===== config.mk =====
export PLATFORM = sky130hd
export DESIGN_NAME = vfs_ctrl
export DESIGN_NICKNAME = d
export VERILOG_FILES = /design/src/hdl/vfs_pkg.sv /design/src/hdl/vfs_ctrl.sv
export SDC_FILE = /design/constraint.sdc
export NUM_CORES = 1
export LEC_CHECK = 0
export ABC_AREA = 1
export BUFFER_PORTS_ARGS = -buffer_cell sky130_fd_sc_hd__buf_2
export CAP_MARGIN = 5
export CELL_PAD_IN_SITES_DETAIL_PLACEMENT = 0
export CELL_PAD_IN_SITES_GLOBAL_PLACEMENT = 1
export CORE_MARGIN = 2
export CORE_UTILIZATION = 35
export DETAILED_ROUTE_END_ITERATION = 6
export PLACE_DENSITY_LB_ADDON = 0.1
export SYNTH_ARGS = -nofsm -noshare
export SYNTH_HDL_FRONTEND = slang
export SYNTH_SLANG_ARGS = --single-unit

===== constraint.sdc =====
create_clock -name clock -period 1.61 [get_ports clock]
set_clock_uncertainty 0.05 [all_clocks]
set_input_delay 0.322 -clock clock [delete_from_list [all_inputs] [get_ports clock]]
set_output_delay 0.322 -clock clock [all_outputs]
set_load 0.01 [all_outputs]

===== src/hdl/vfs_pkg.sv =====
// Shared constants, codes and controller/datapath interface types for the field sampler.
package vfs_pkg;

   localparam int SPACE_BITS = 5;
   localparam int T_BITS     = 3;
   localparam int COMP_WIDTH = 16;
   localparam int FRAC_BITS  = 16;
   localparam int ADDR_BITS  = 3 * SPACE_BITS + T_BITS;
   localparam int DEPTH      = 1 << ADDR_BITS;
   localparam int POS_W      = SPACE_BITS + FRAC_BITS;
   localparam int TPOS_W     = T_BITS + FRAC_BITS;
   localparam int DT_W       = FRAC_BITS + 1;
   localparam int VEC_W      = 3 * COMP_WIDTH;
   localparam int ACC_W      = COMP_WIDTH + 3;
   localparam int DIV_K      = 22;
   localparam int RECIP_W    = 20;
   localparam logic [RECIP_W-1:0] RECIP6 = RECIP_W'(((1 << DIV_K) + 5) / 6);

   localparam int CSR_IDX_W  = 3;
   localparam int CSR_DATA_W = 17;
   localparam int KIND_W     = 2;
   localparam int REQ_DATA_W = 152;
   localparam int RSP_DATA_W = VEC_W;

   typedef enum logic [KIND_W-1:0] {
      KIND_WRITE  = 2'd0,
      KIND_SAMPLE = 2'd1,
      KIND_RK4    = 2'd2
   } kind_type;

   typedef enum logic [CSR_IDX_W-1:0] {
      CSR_SIZE_X  = 3'd0,
      CSR_SIZE_Y  = 3'd1,
      CSR_SIZE_Z  = 3'd2,
      CSR_SIZE_T  = 3'd3,
      CSR_STEP_DT = 3'd4
   } csr_index_type;

   // Interpolation steps: four x lerps, two y lerps, one z lerp, one t lerp.
   typedef enum logic [2:0] {
      LERP_X0 = 3'd0,
      LERP_X1 = 3'd1,
      LERP_X2 = 3'd2,
      LERP_X3 = 3'd3,
      LERP_Y0 = 3'd4,
      LERP_Y1 = 3'd5,
      LERP_Z  = 3'd6,
      LERP_T  = 3'd7
   } lerp_step_type;

   typedef struct packed {
      logic          load;
      logic          wr_en;
      logic          rd_en;
      logic [2:0]    rd_idx;
      logic          cap_en;
      logic [2:0]    cap_idx;
      logic          slice;
      logic          lerp_en;
      lerp_step_type lerp_step;
      logic          acc_en;
      logic          acc_first;
      logic          acc_double;
      logic          adv_mul;
      logic          adv_upd;
      logic          adv_half;
      logic          div_mul;
      logic          div_upd;
      logic          out_load;
   } cmd_type;

   typedef struct packed {
      logic out_free;
   } status_type;

endpackage


===== src/hdl/vfs_ctrl.sv =====
// Controller: sequences corner reads, lerp steps, RK4 stages and result hand-off.
module vfs_ctrl (
   input  logic                          clock,
   input  logic                          reset,
   input  logic                          req_tvalid,
   output logic                          req_tready,
   input  logic [vfs_pkg::KIND_W-1:0]    req_tuser,
   input  vfs_pkg::status_type           status,
   output vfs_pkg::cmd_type              cmd
);

   typedef enum logic [3:0] {
      ST_IDLE, ST_READ, ST_LERP, ST_TLERP, ST_ACCUM, ST_ADVANCE, ST_DIVMUL, ST_DIVOUT, ST_DONE
   } state_type;

   state_type              state_ff, state_in;
   logic [3:0]             cnt_ff, cnt_in;
   vfs_pkg::lerp_step_type step_ff, step_in;
   logic                   slice_ff, slice_in;
   logic [1:0]             stage_ff, stage_in;
   logic                   rk4_ff, rk4_in;
   logic                   accept;

   assign req_tready = (state_ff == ST_IDLE);
   assign accept     = req_tvalid && req_tready;

   always_comb begin
      state_in = state_ff;
      cnt_in   = cnt_ff;
      step_in  = step_ff;
      slice_in = slice_ff;
      stage_in = stage_ff;
      rk4_in   = rk4_ff;
      cmd      = '0;
      cmd.slice     = slice_ff;
      cmd.lerp_step = step_ff;
      cmd.rd_idx    = cnt_ff[2:0];
      cmd.cap_idx   = 3'(cnt_ff - 1'b1);
      cmd.adv_half  = (stage_ff != 2'd2);
      case (state_ff)
         ST_IDLE: begin
            if (accept) begin
               cmd.wr_en = (req_tuser == vfs_pkg::KIND_WRITE);
               if (req_tuser == vfs_pkg::KIND_SAMPLE || req_tuser == vfs_pkg::KIND_RK4) begin
                  cmd.load = 1'b1;
                  rk4_in   = (req_tuser == vfs_pkg::KIND_RK4);
                  stage_in = 2'd0;
                  slice_in = 1'b0;
                  cnt_in   = '0;
                  state_in = ST_READ;
               end
            end
         end
         ST_READ: begin
            // read pipeline: issue corner cnt, capture corner cnt-1
            cmd.rd_en  = (cnt_ff[3] == 1'b0);
            cmd.cap_en = (cnt_ff != '0);
            if (cnt_ff[3]) begin
               step_in  = vfs_pkg::LERP_X0;
               state_in = ST_LERP;
            end else begin
               cnt_in = 4'(cnt_ff + 1'b1);
            end
         end
         ST_LERP: begin
            cmd.lerp_en = 1'b1;
            if (step_ff == vfs_pkg::LERP_Z) begin
               cnt_in = '0;
               if (!slice_ff) begin
                  slice_in = 1'b1;
                  state_in = ST_READ;
               end else begin
                  step_in  = vfs_pkg::LERP_T;
                  state_in = ST_TLERP;
               end
            end else begin
               step_in = vfs_pkg::lerp_step_type'(step_ff + 1'b1);
            end
         end
         ST_TLERP: begin
            cmd.lerp_en = 1'b1;
            state_in = rk4_ff ? ST_ACCUM : ST_DONE;
         end
         ST_ACCUM: begin
            cmd.acc_en     = 1'b1;
            cmd.acc_first  = (stage_ff == 2'd0);
            cmd.acc_double = (stage_ff == 2'd1) || (stage_ff == 2'd2);
            cmd.adv_mul    = 1'b1;
            state_in = (stage_ff == 2'd3) ? ST_DIVMUL : ST_ADVANCE;
         end
         ST_ADVANCE: begin
            cmd.adv_upd = 1'b1;
            stage_in = 2'(stage_ff + 1'b1);
            slice_in = 1'b0;
            cnt_in   = '0;
            state_in = ST_READ;
         end
         ST_DIVMUL: begin
            cmd.div_mul = 1'b1;
            state_in = ST_DIVOUT;
         end
         ST_DIVOUT: begin
            cmd.div_upd = 1'b1;
            state_in = ST_DONE;
         end
         ST_DONE: begin
            // hold until the result register frees up
            if (status.out_free) begin
               cmd.out_load = 1'b1;
               state_in = ST_IDLE;
            end
         end
         default: begin
            state_in = ST_IDLE;
         end
      endcase
   end

   always_ff @(posedge clock) begin
      if (reset) begin
         state_ff <= ST_IDLE;
         cnt_ff   <= '0;
         step_ff  <= vfs_pkg::LERP_X0;
         slice_ff <= 1'b0;
         stage_ff <= 2'd0;
         rk4_ff   <= 1'b0;
      end else begin
         state_ff <= state_in;
         cnt_ff   <= cnt_in;
         step_ff  <= step_in;
         slice_ff <= slice_in;
         stage_ff <= stage_in;
         rk4_ff   <= rk4_in;
      end
   end

`ifndef SYNTH
   a_no_rd_lerp_overlap: assert property (@(posedge clock) disable iff (reset)
      !(cmd.rd_en && cmd.lerp_en)) else $error("read and lerp issued together");
   a_cnt_range: assert property (@(posedge clock) disable iff (reset)
      (state_ff == ST_READ) |-> (cnt_ff <= 4'd8)) else $error("read counter overran");
   a_load_then_idle: assert property (@(posedge clock) disable iff (reset)
      cmd.out_load |=> (state_ff == ST_IDLE)) else $error("no return to idle after result");
   a_stage_only_rk4: assert property (@(posedge clock) disable iff (reset)
      (state_ff == ST_ACCUM) |-> rk4_ff) else $error("rk4 accumulate on a plain sample");
   a_adv_after_accum: assert property (@(posedge clock) disable iff (reset)
      cmd.adv_upd |-> $past(cmd.adv_mul)) else $error("advance without product");
`endif

endmodule


# After elaboration in Yosys (flattened, before gate mapping)
# Index checks and enable logic that the tools add are counted.
[word_totals] ff_bits=15 input_bits=6 output_inout_bits=25 word_cells=90
[classes] n_addsub=4 eq_ne=22 muxes=37 n_bitwise=1 n_reduce_logical=19
[op_table] op="4-bit 2-to-1 mux" count=11
[op_table] op="4-bit one-hot mux with 9 select lines" count=1
[op_table] op="4-bit by 3-bit == test with 1-bit output, second input constant" count=4
[op_table] op="4-bit one-hot mux with 4 select lines" count=1
[op_table] op="1-bit 2-to-1 mux" count=12
[op_table] op="2-bit 2-to-1 mux" count=6
[op_table] op="2-bit inequality test, second input constant" count=5
[op_table] op="5-bit AND reduction" count=2
[op_table] op="3-bit 2-to-1 mux" count=3
[op_table] op="3-bit AND reduction" count=3
[op_table] op="4-bit by 2-bit == test with 1-bit output, second input constant" count=2
[op_table] op="4-bit AND reduction" count=2
[op_table] op="4-bit nonzero test" count=2
[op_table] op="2-bit == test, second input constant" count=3
[op_table] op="3-bit one-hot mux with 2 select lines" count=1
[op_table] op="4-bit by 1-bit adder with 4-bit output, second input constant" count=1
[op_table] op="2-bit by 1-bit == test with 1-bit output, second input constant" count=2
[op_table] op="4-bit by 1-bit == test with 1-bit output, second input constant" count=1
[op_table] op="4-bit == test, second input constant" count=1
[op_table] op="2-bit logical NOT" count=2
[op_table] op="4-bit logical NOT" count=1
[op_table] op="2-bit by 1-bit inequality test with 1-bit output, second input constant" count=2
[op_table] op="2-bit one-hot mux with 2 select lines" count=1
[op_table] op="2-bit nonzero test" count=2
[op_table] op="11 further kinds" count=12

# Logic depth before layout (Yosys ltp)
# Gate-level depths: netlist of run 1.
[depth] depth_word=5 mapped_depth=9 ltp_nobuf=9

# Least setup slack after synthesis of run 1
# Ideal clock, no wire load.
[synth_timing] kind="register -> output" from="register state_ff[3]" to="output cmd[6] (netlist name)" arrival_time_ns=1.161 t_required_ns=1.238 slack_ns=0.077 path_stages_with_launch=6 path_buffers=0 cell_sequence="dfxtp_1 -> inv_1 -> nand2_1 -> nor2_1 -> inv_1 -> nor2_1"
[synth_lines] item="start, declared" line="vfs_ctrl.sv:16" rtl="state_type state_ff, state_in;"
[synth_lines] item="start signal, assigned" line="vfs_ctrl.sv:128" rtl="state_ff <= state_in;"
[synth_lines] item="end, declared" line="vfs_ctrl.sv:9" rtl="output vfs_pkg::cmd_type cmd"

==> run summary, run 1 <==
The max-slew headroom at the worst pin was 0.832; the setup slack after placement was 42.6 ps. In the post-synthesis netlist, the biggest area contributors are dfxtp_1 (27%), nand2_1 (13%), ha_1 (10%). The logs give 0.269 for the met2 usage and 0 for the total inserted antenna cells. In the routed layout, each cell is associated on average with a via count of 4.50. Number of endpoints with negative hold slack in the final report: 0. The run finished with clean final reports. The smallest clock period supported by the final layout is computed as 1600 ps. In the synthesized netlist, the number of instances is 176. The total iterations of the first detailed-routing run was 4; the via count of the first global-routing pass was 1032. Compared with the post-synthesis result, the final layout area differs by 36.4%. The area share of the largest cell type after synthesis is 0.265, and the count of nets left with antenna violations after detail routing is 0. For this run, the number of Yosys warnings is 0. For this design, the sink count on the clock tree is 15. The aggregate global-route resource usage was 0.157; the post-synthesis register bit count was 15. The share of flip-flops with an asynchronous set or reset after synthesis was 0; the depth of the CTS H-tree was 1. In this run the worst hold path is classified as in -> reg.

The die is 60.8 microns wide. Setup repair after global routing could not meet its margin everywhere. The critical path is of the reg -> out type. The slew at the pin closest to its max-slew limit came out at 252 ps.

The logs give 0.0213 for the met3 usage and 0.819 nW for the reported leakage power. The logs give 0 for the total DRC errors in the routed layout and 31 for the number of top-level design ports. The run gives 25 as the number of distinct library cell variants in the gate-level netlist after synthesis. The die covers 0.00370 sq mm. For this block, the initial DRC count from the detailed router was 54. The worst register-to-register path begins at step_ff[0].

The routed layout has 1189 vias. Buffers placed on the I/O ports in this run total 30. The starting density of the core is 0.370, and the chip height is 60.8 microns. The maximum vdd drop was 0.421 mV; the maximum number of pins on one net before global-route repair was 9.

Flip-flop cell with the highest count after synthesis: dfxtp_1. The worst setup path is captured at a primary output. The later pin in the worst-skew pair is clocked with a latency of 280 ps. Averaged over all synthesized cells, the footprint is 6.43 sq um.

Layer carrying the most global-route usage: met2. The routability congestion estimate from global placement is 0.746. Worst-path maximum fanout: 5.

In the layout the commonest cells are nand2_1 (36), buf_2 (29), inv_1 (25), nor2_1 (25), buf_4 (15). For this design the ratio of total power to cell area is 1380 mW/mm^2. The tools report the setup slack on the worst flop-to-flop path as 180 ps. Derived from the worst setup path, the maximum achievable clock frequency is 626 MHz. The worst path arrival time is 1230 ps.

Reg-to-reg critical path endpoint: state_ff[1]. STA classifies the critical path startpoint as a flip-flop. The layout cell share with drive strength beyond 1 works out to 0.395. The synthesized design contains 0 enable-type register cells. The logs give 0.193 for the global routing met1 resource utilization and 20 for the number of core rows. Counting along the longest clock path gives a buffer depth of 2. The core region is 0.00305 sq mm. The tools report the root buffer selected by CTS as clkbuf_4. The logs give 2090 microns for the sum of net half-perimeters after detailed placement and 269 ps for the minimum hold slack. The run gives 1240 ps as the required time of the worst setup path. Clock-pin slew was measured on the worst setup and hold paths at 90 ps.

For the number of pins exceeding their max-slew limit in the final report, the log shows 0. After detailed routing, the average wire length per cell comes to 10.6 microns. Setup violations remaining at the end of the flow were counted as 0. After synthesis the cells add up to 0.00113 sq mm. In the final design database the tool counted 236 nets. The tools report the critical path startpoint as state_ff[1].

After detailed routing, the total wire length is 2790 microns. The run gives 191 as the net count after synthesis. The share of synthesized area occupied by flip-flops and latches was 0.265. The remaining global-route overflow came out at 0. Once routing completed, OpenROAD measured the worst setup slack at 12.7 ps. Share of the cycle needed by the critical path after routing: 0.992.

The logs give 0 for the number of max-cap violations and 4310 microns for the wire length of the first global-routing pass. The tools report the final core utilization as 0.505. The number of cells on the worst reg-to-reg path is 8. The cell type with the largest total area after synthesis was dfxtp_1.

The capturing instance or port of the critical path is cmd[17]. The library cell used most frequently in the layout, excluding fill and tap cells, is nand2_1. TritonCTS built the clock tree. Number of antenna violations at the first check in global routing: 0.

Counting the buffers created by CTS gives 3.
cell type report:
class / count / area, sq um
multi-input cells: 123 / 739
repair buffers: 46 / 280
clock buffers: 4 / 26.3
inverters: 32 / 125
well taps: 44 / 55.1
fillers: 329 / 1510
flip-flops and latches: 15 / 317
where the power goes:
part	switching, mW	internal (mW)	leakage [nW]	total [mW]
Sequential	0.0769	0.468	0.127	0.545
Clock	0.119	0.0960	0.0150	0.215
Combinational	0.819	0.550	0.678	1.37
Total	1.01	1.11	0.819	2.13
stage by stage:
step | instances | setup TNS [ps] | instance area [sq um] | power (mW)
5_1_grt | 264 | -342 | 1540 | 2.35
2_1_floorplan | 176 | 0 | 1130 | 1.40
4_1_cts | 263 | 0 | 1470 | 2.05
3_5_place_dp | 249 | 0 | 1330 | 1.73
6_report | 264 | 0 | 1540 | 2.13
3_3_place_gp | 249 | 0 | 1330 | 1.71
sequential cells by signal (all words and copies together) (netlist names):
| register | count |
|---|---|
| cnt_ff | 4 |
| state_ff | 4 |
| step_ff | 3 |
| stage_ff | 2 |
| rk4_ff | 1 |
| slice_ff | 1 |
worst max-delay path, cell delays in order (launching register included):
cell     delay (ps)
dfxtp_2         340
buf_6           130
nor2_4          140
nand2_2          70
a31oi_1         120
buf_2           140
metal layers:
metal | wire length, microns | up-vias | share of wire
li1 | - | 633 | -
met1 | 1310 | 525 | 0.47
met2 | 1330 | 29 | 0.48
met3 | 122 | 2 | 0.044
met4 | 27 | 0 | 0.0097
met5 | 0 | - | 0
what timing repair did:
item                                   CTS  global route
setup endpoints to repair               14            13
gates cloned                             0             0
hold buffers                             0             0
pin swaps                                4             2
endpoints found under the hold margin    0             0
gates resized for setup                 16            18
setup buffers                           10             1
how the worst min path moves through the flow:
stage,start,to,slack [ps],depth (start not counted)
after floorplan,rk4_ff,rk4_ff,400,2
after global placement,rk4_ff,rk4_ff,400,2
after detailed placement,rk4_ff,rk4_ff,420,2
after CTS,reset,stage_ff[1],260,2
after global routing,reset,state_ff[0],280,2
final,reset,stage_ff[1],270,2
kinds of logic (layout without fill, tap and decap cells):
family	after synthesis	after routing	share of synthesized area
compound gates	16	16	0.0863
buf+inv	38	82	0.143
flops	15	15	0.265
simple gates	97	97	0.398
xor+xnor	1	1	0.00774
fa+ha+maj	9	9	0.0996
synth_stat cells, types with 4 or more instances:
master / number
nor2_4: 4
buf_4: 5
ha_1: 9
dfxtp_1: 15
nand3_1: 9
nor2_1: 27
a21oi_1: 8
nand2_2: 4
nor3_1: 4
inv_1: 29
nand2_1: 40
No activity file was read; power rests on OpenSTA's default activity.
==> run 2: changes to the inputs <==
--- a/config.mk
+++ b/config.mk
@@ -6,13 +6,13 @@
 export NUM_CORES = 1
 export LEC_CHECK = 0
 export ABC_AREA = 1
-export BUFFER_PORTS_ARGS = -buffer_cell sky130_fd_sc_hd__buf_2
 export CAP_MARGIN = 5
 export CELL_PAD_IN_SITES_DETAIL_PLACEMENT = 0
 export CELL_PAD_IN_SITES_GLOBAL_PLACEMENT = 1
-export CORE_MARGIN = 2
-export CORE_UTILIZATION = 35
+export CORE_MARGIN = 8
+export CORE_UTILIZATION = 42
 export DETAILED_ROUTE_END_ITERATION = 6
+export DONT_BUFFER_PORTS = 1
 export PLACE_DENSITY_LB_ADDON = 0.1
 export SYNTH_ARGS = -nofsm -noshare
 export SYNTH_HDL_FRONTEND = slang
==> run 2 against run 1 <==
Compared with the run above:
- die area up 25%
- critical path depth down 1
- combinational power fell by 9%
- critical path type unchanged
- non-clock buffer count shrank 32
- clock power is 4% higher
- global-route usage shrank 2.8 points
- cell area decreased by 12%
- fmax up 1.3%
- largest cell class unchanged
==> run summary, run 2 (same netlist as run 1, synthesis figures left out) <==
In this run, CTS created clock tree buffers numbering 3. The tool flagged a number of max-cap violations equal to 0. In the final layout, the multi-input gates occupy 742 sq um. The tightest min-delay check is of the in -> reg type. For the worst flop-to-flop path, the logic depth is 9. The worst setup path is captured at a primary output. The logs give 15 for the number of sinks on the clock net and 0.895 mV for the maximum vdd drop.

The flow ran to the end, and the final reports show no timing, DRC or antenna violations. Of all nets on the critical path, the largest fanout is 6. Clock-pin slew was measured on the worst setup and hold paths at 100 ps. The worst register-to-register path begins at step_ff[0].

The run gives 31 as the number of top-level design ports. Dividing the detail-routed via count by the number of cells gives 4.94. Data on the critical path is required at its endpoint by 1240 ps. Number of pins exceeding their max-slew limit in the final report: 0. The library cell used most frequently in the layout, excluding fill and tap cells, is nand2_1. The footprint of the flip-flops and latches is 315 sq um, and the standard cell core area is 0.00266 sq mm.

In this run the tool buffered the top-level ports with 0 buffer cells. In the layout the commonest cells are nand2_1 (36), inv_1 (24), nor2_1 (24), buf_4 (14), nand3_1 (9). The via count of the first global-routing pass was 1098. TritonCTS built the clock tree.

The layout has 294 filler cells. Detailed placement finished with a half-perimeter wire length of 2230 microns. STA classifies the critical path startpoint as a flip-flop. The highest metal layer used by the detailed router was met4.

The total overflow left after global routing is 0. The critical path is of the reg -> out type. The logs give 1310 microns for the routed wire length on met2 and 0 for the number of antenna violations at the first check in global routing. The cell with the largest stage delay on the worst path was dfxtp_2. The worst register-to-register path ends at state_ff[1]. The finished cells cover 0.00136 sq mm. Following the worst setup path forward leads to its endpoint at cmd[17].

The largest registers in the layout are cnt_ff x4, state_ff x4, step_ff x3. The initialized floorplan defines 19 standard-cell rows. The first global-routing pass estimated 4600 microns of wire.

For this run, the slowest stage of the critical path takes 380 ps. The total DRC errors in the routed layout is 0, and the final setup violation count is 0. The later pin in the worst-skew pair is clocked with a latency of 290 ps.

The chip height works out to 67.9 microns. Entering global routing, the biggest net connects 9 pins. For this design the ratio of total power to cell area is 1520 mW/mm^2. The minimum hold slack is 34.9 ps, and the number of logic stages on the critical path including buffering is 4. The longest clock path from root to sink contains 2 buffers.

The number of endpoints with negative hold slack in the final report is 0, and the count of nets left with antenna violations after detail routing is 0. Setup repair after global routing could not meet its margin everywhere. The repair_antennas step left the layout with diodes totalling 0. The tools report the aggregate global-route resource usage as 0.128. Traced cell by cell, the critical path runs through nor2_4 > nand2_2 > a31oi_1 > buf_4. The total buffers and inverters traversed by the critical path was 1. The run gives 0.425 as the starting density of the core. For the length of routed wiring on met1, the log shows 1210 microns.

The most critical setup path has its startpoint at state_ff[2]. The reported leakage power is 0.664 nW, and the placed instance area is 0.00120 sq mm. The starting DRC count in detailed routing was 21; the die area was 0.00461 sq mm. The run gives 2830 microns as the wire length after detailed routing. For the setup slack on the worst flop-to-flop path, the log shows 210 ps. The completed layout was analyzed and its total power is 2.06 mW.

Counting I/O delays and the setup requirement, the final critical path takes 1580 ps. The critical path's top delay family is flip-flops. At the worst endpoint, the arrival time is 1200 ps. The net count of the finished layout is 204, and the area growth from synthesis to layout is 20.0%. Root buffer selected by CTS: clkbuf_4. In this run the horizontal extent of the chip is 67.9 microns. The layout cell share with drive strength beyond 1 was 0.298; the share of the cycle needed by the critical path after routing was 0.979. Timing would allow up to 634 MHz. Routability-driven placement finished with a final weighted congestion of 0.820.

The average wire per standard cell works out to 12.9 microns. The depth of the CTS H-tree is 1. The slew at the pin closest to its max-slew limit is 259 ps, and the total iterations of the first detailed-routing run is 4. The logs give 0.827 for the max-slew headroom at the worst pin and 256 microns for the met3 wirelength from detailed routing. Across all layers, the routed design uses 1081 vias.
[run 2: changes by cell type in the layout (fill, tap and decap cells not counted), moves of 2 or more]
cell,previous run,this run
inv_2,6,4
nor2_4,6,8
inv_4,0,4
buf_6,2,0
buf_2,29,0
[run 2: area by class of cell]
class                   count  share of cell area
clock buffers               4              0.0194
inverters                  32              0.0959
multi-input cells         123               0.547
flip-flops and latches     15               0.232
well taps                  31              0.0286
repair buffers             14              0.0774
[run 2: repair_timing]
action	CTS	global route
resized for setup	19	17
endpoints found under the setup margin	13	8
hold buffers	0	0
setup buffers	2	3
pin swaps	5	2
[run 2: worst min-delay path by stage]
stage | slack [ps] | to | depth (start not counted) | from
finish | 30 | stage_ff[1] | 1 | reset
global route | 20 | cnt_ff[2] | 1 | reset
CTS | 20 | stage_ff[1] | 1 | reset
detailed placement | 350 | stage_ff[1] | 1 | reset
global placement | 340 | stage_ff[1] | 1 | reset
floorplan | 400 | rk4_ff | 2 | rk4_ff
[run 2: report_power, final]
part,leakage [nW],switching [mW],internal [mW]
registers,0.126,0.106,0.473
logic,0.523,0.766,0.487
clock network,0.0150,0.128,0.0963
[run 2: worst reg2reg max path: cells and delay by family (launching register included)]
family	cells	cell delay, ps
flip-flops	1	320
buffers and inverters	1	60
AND/OR/NAND/NOR	7	730
adder cells (fa/ha/maj)	1	140
[run 2: metal layers]
layer / vias up / GRT usage
met5: - / 0
met4: 0 / 0.0512
met3: 7 / 0.0556
li1: 568 / -
met2: 33 / 0.218
met1: 473 / 0.138
[run 2: per-stage QoR]
step	setup TNS (ps)	utilization	worst slack [ps]	cells
2_1_floorplan	0	-	77.1	176
3_3_place_gp	0	0.449	167	210
3_5_place_dp	0	0.449	133	210
4_1_cts	0	0.480	3.99	216
5_1_grt	-132	0.510	-43.8	219
6_report	0	0.510	33.9	219
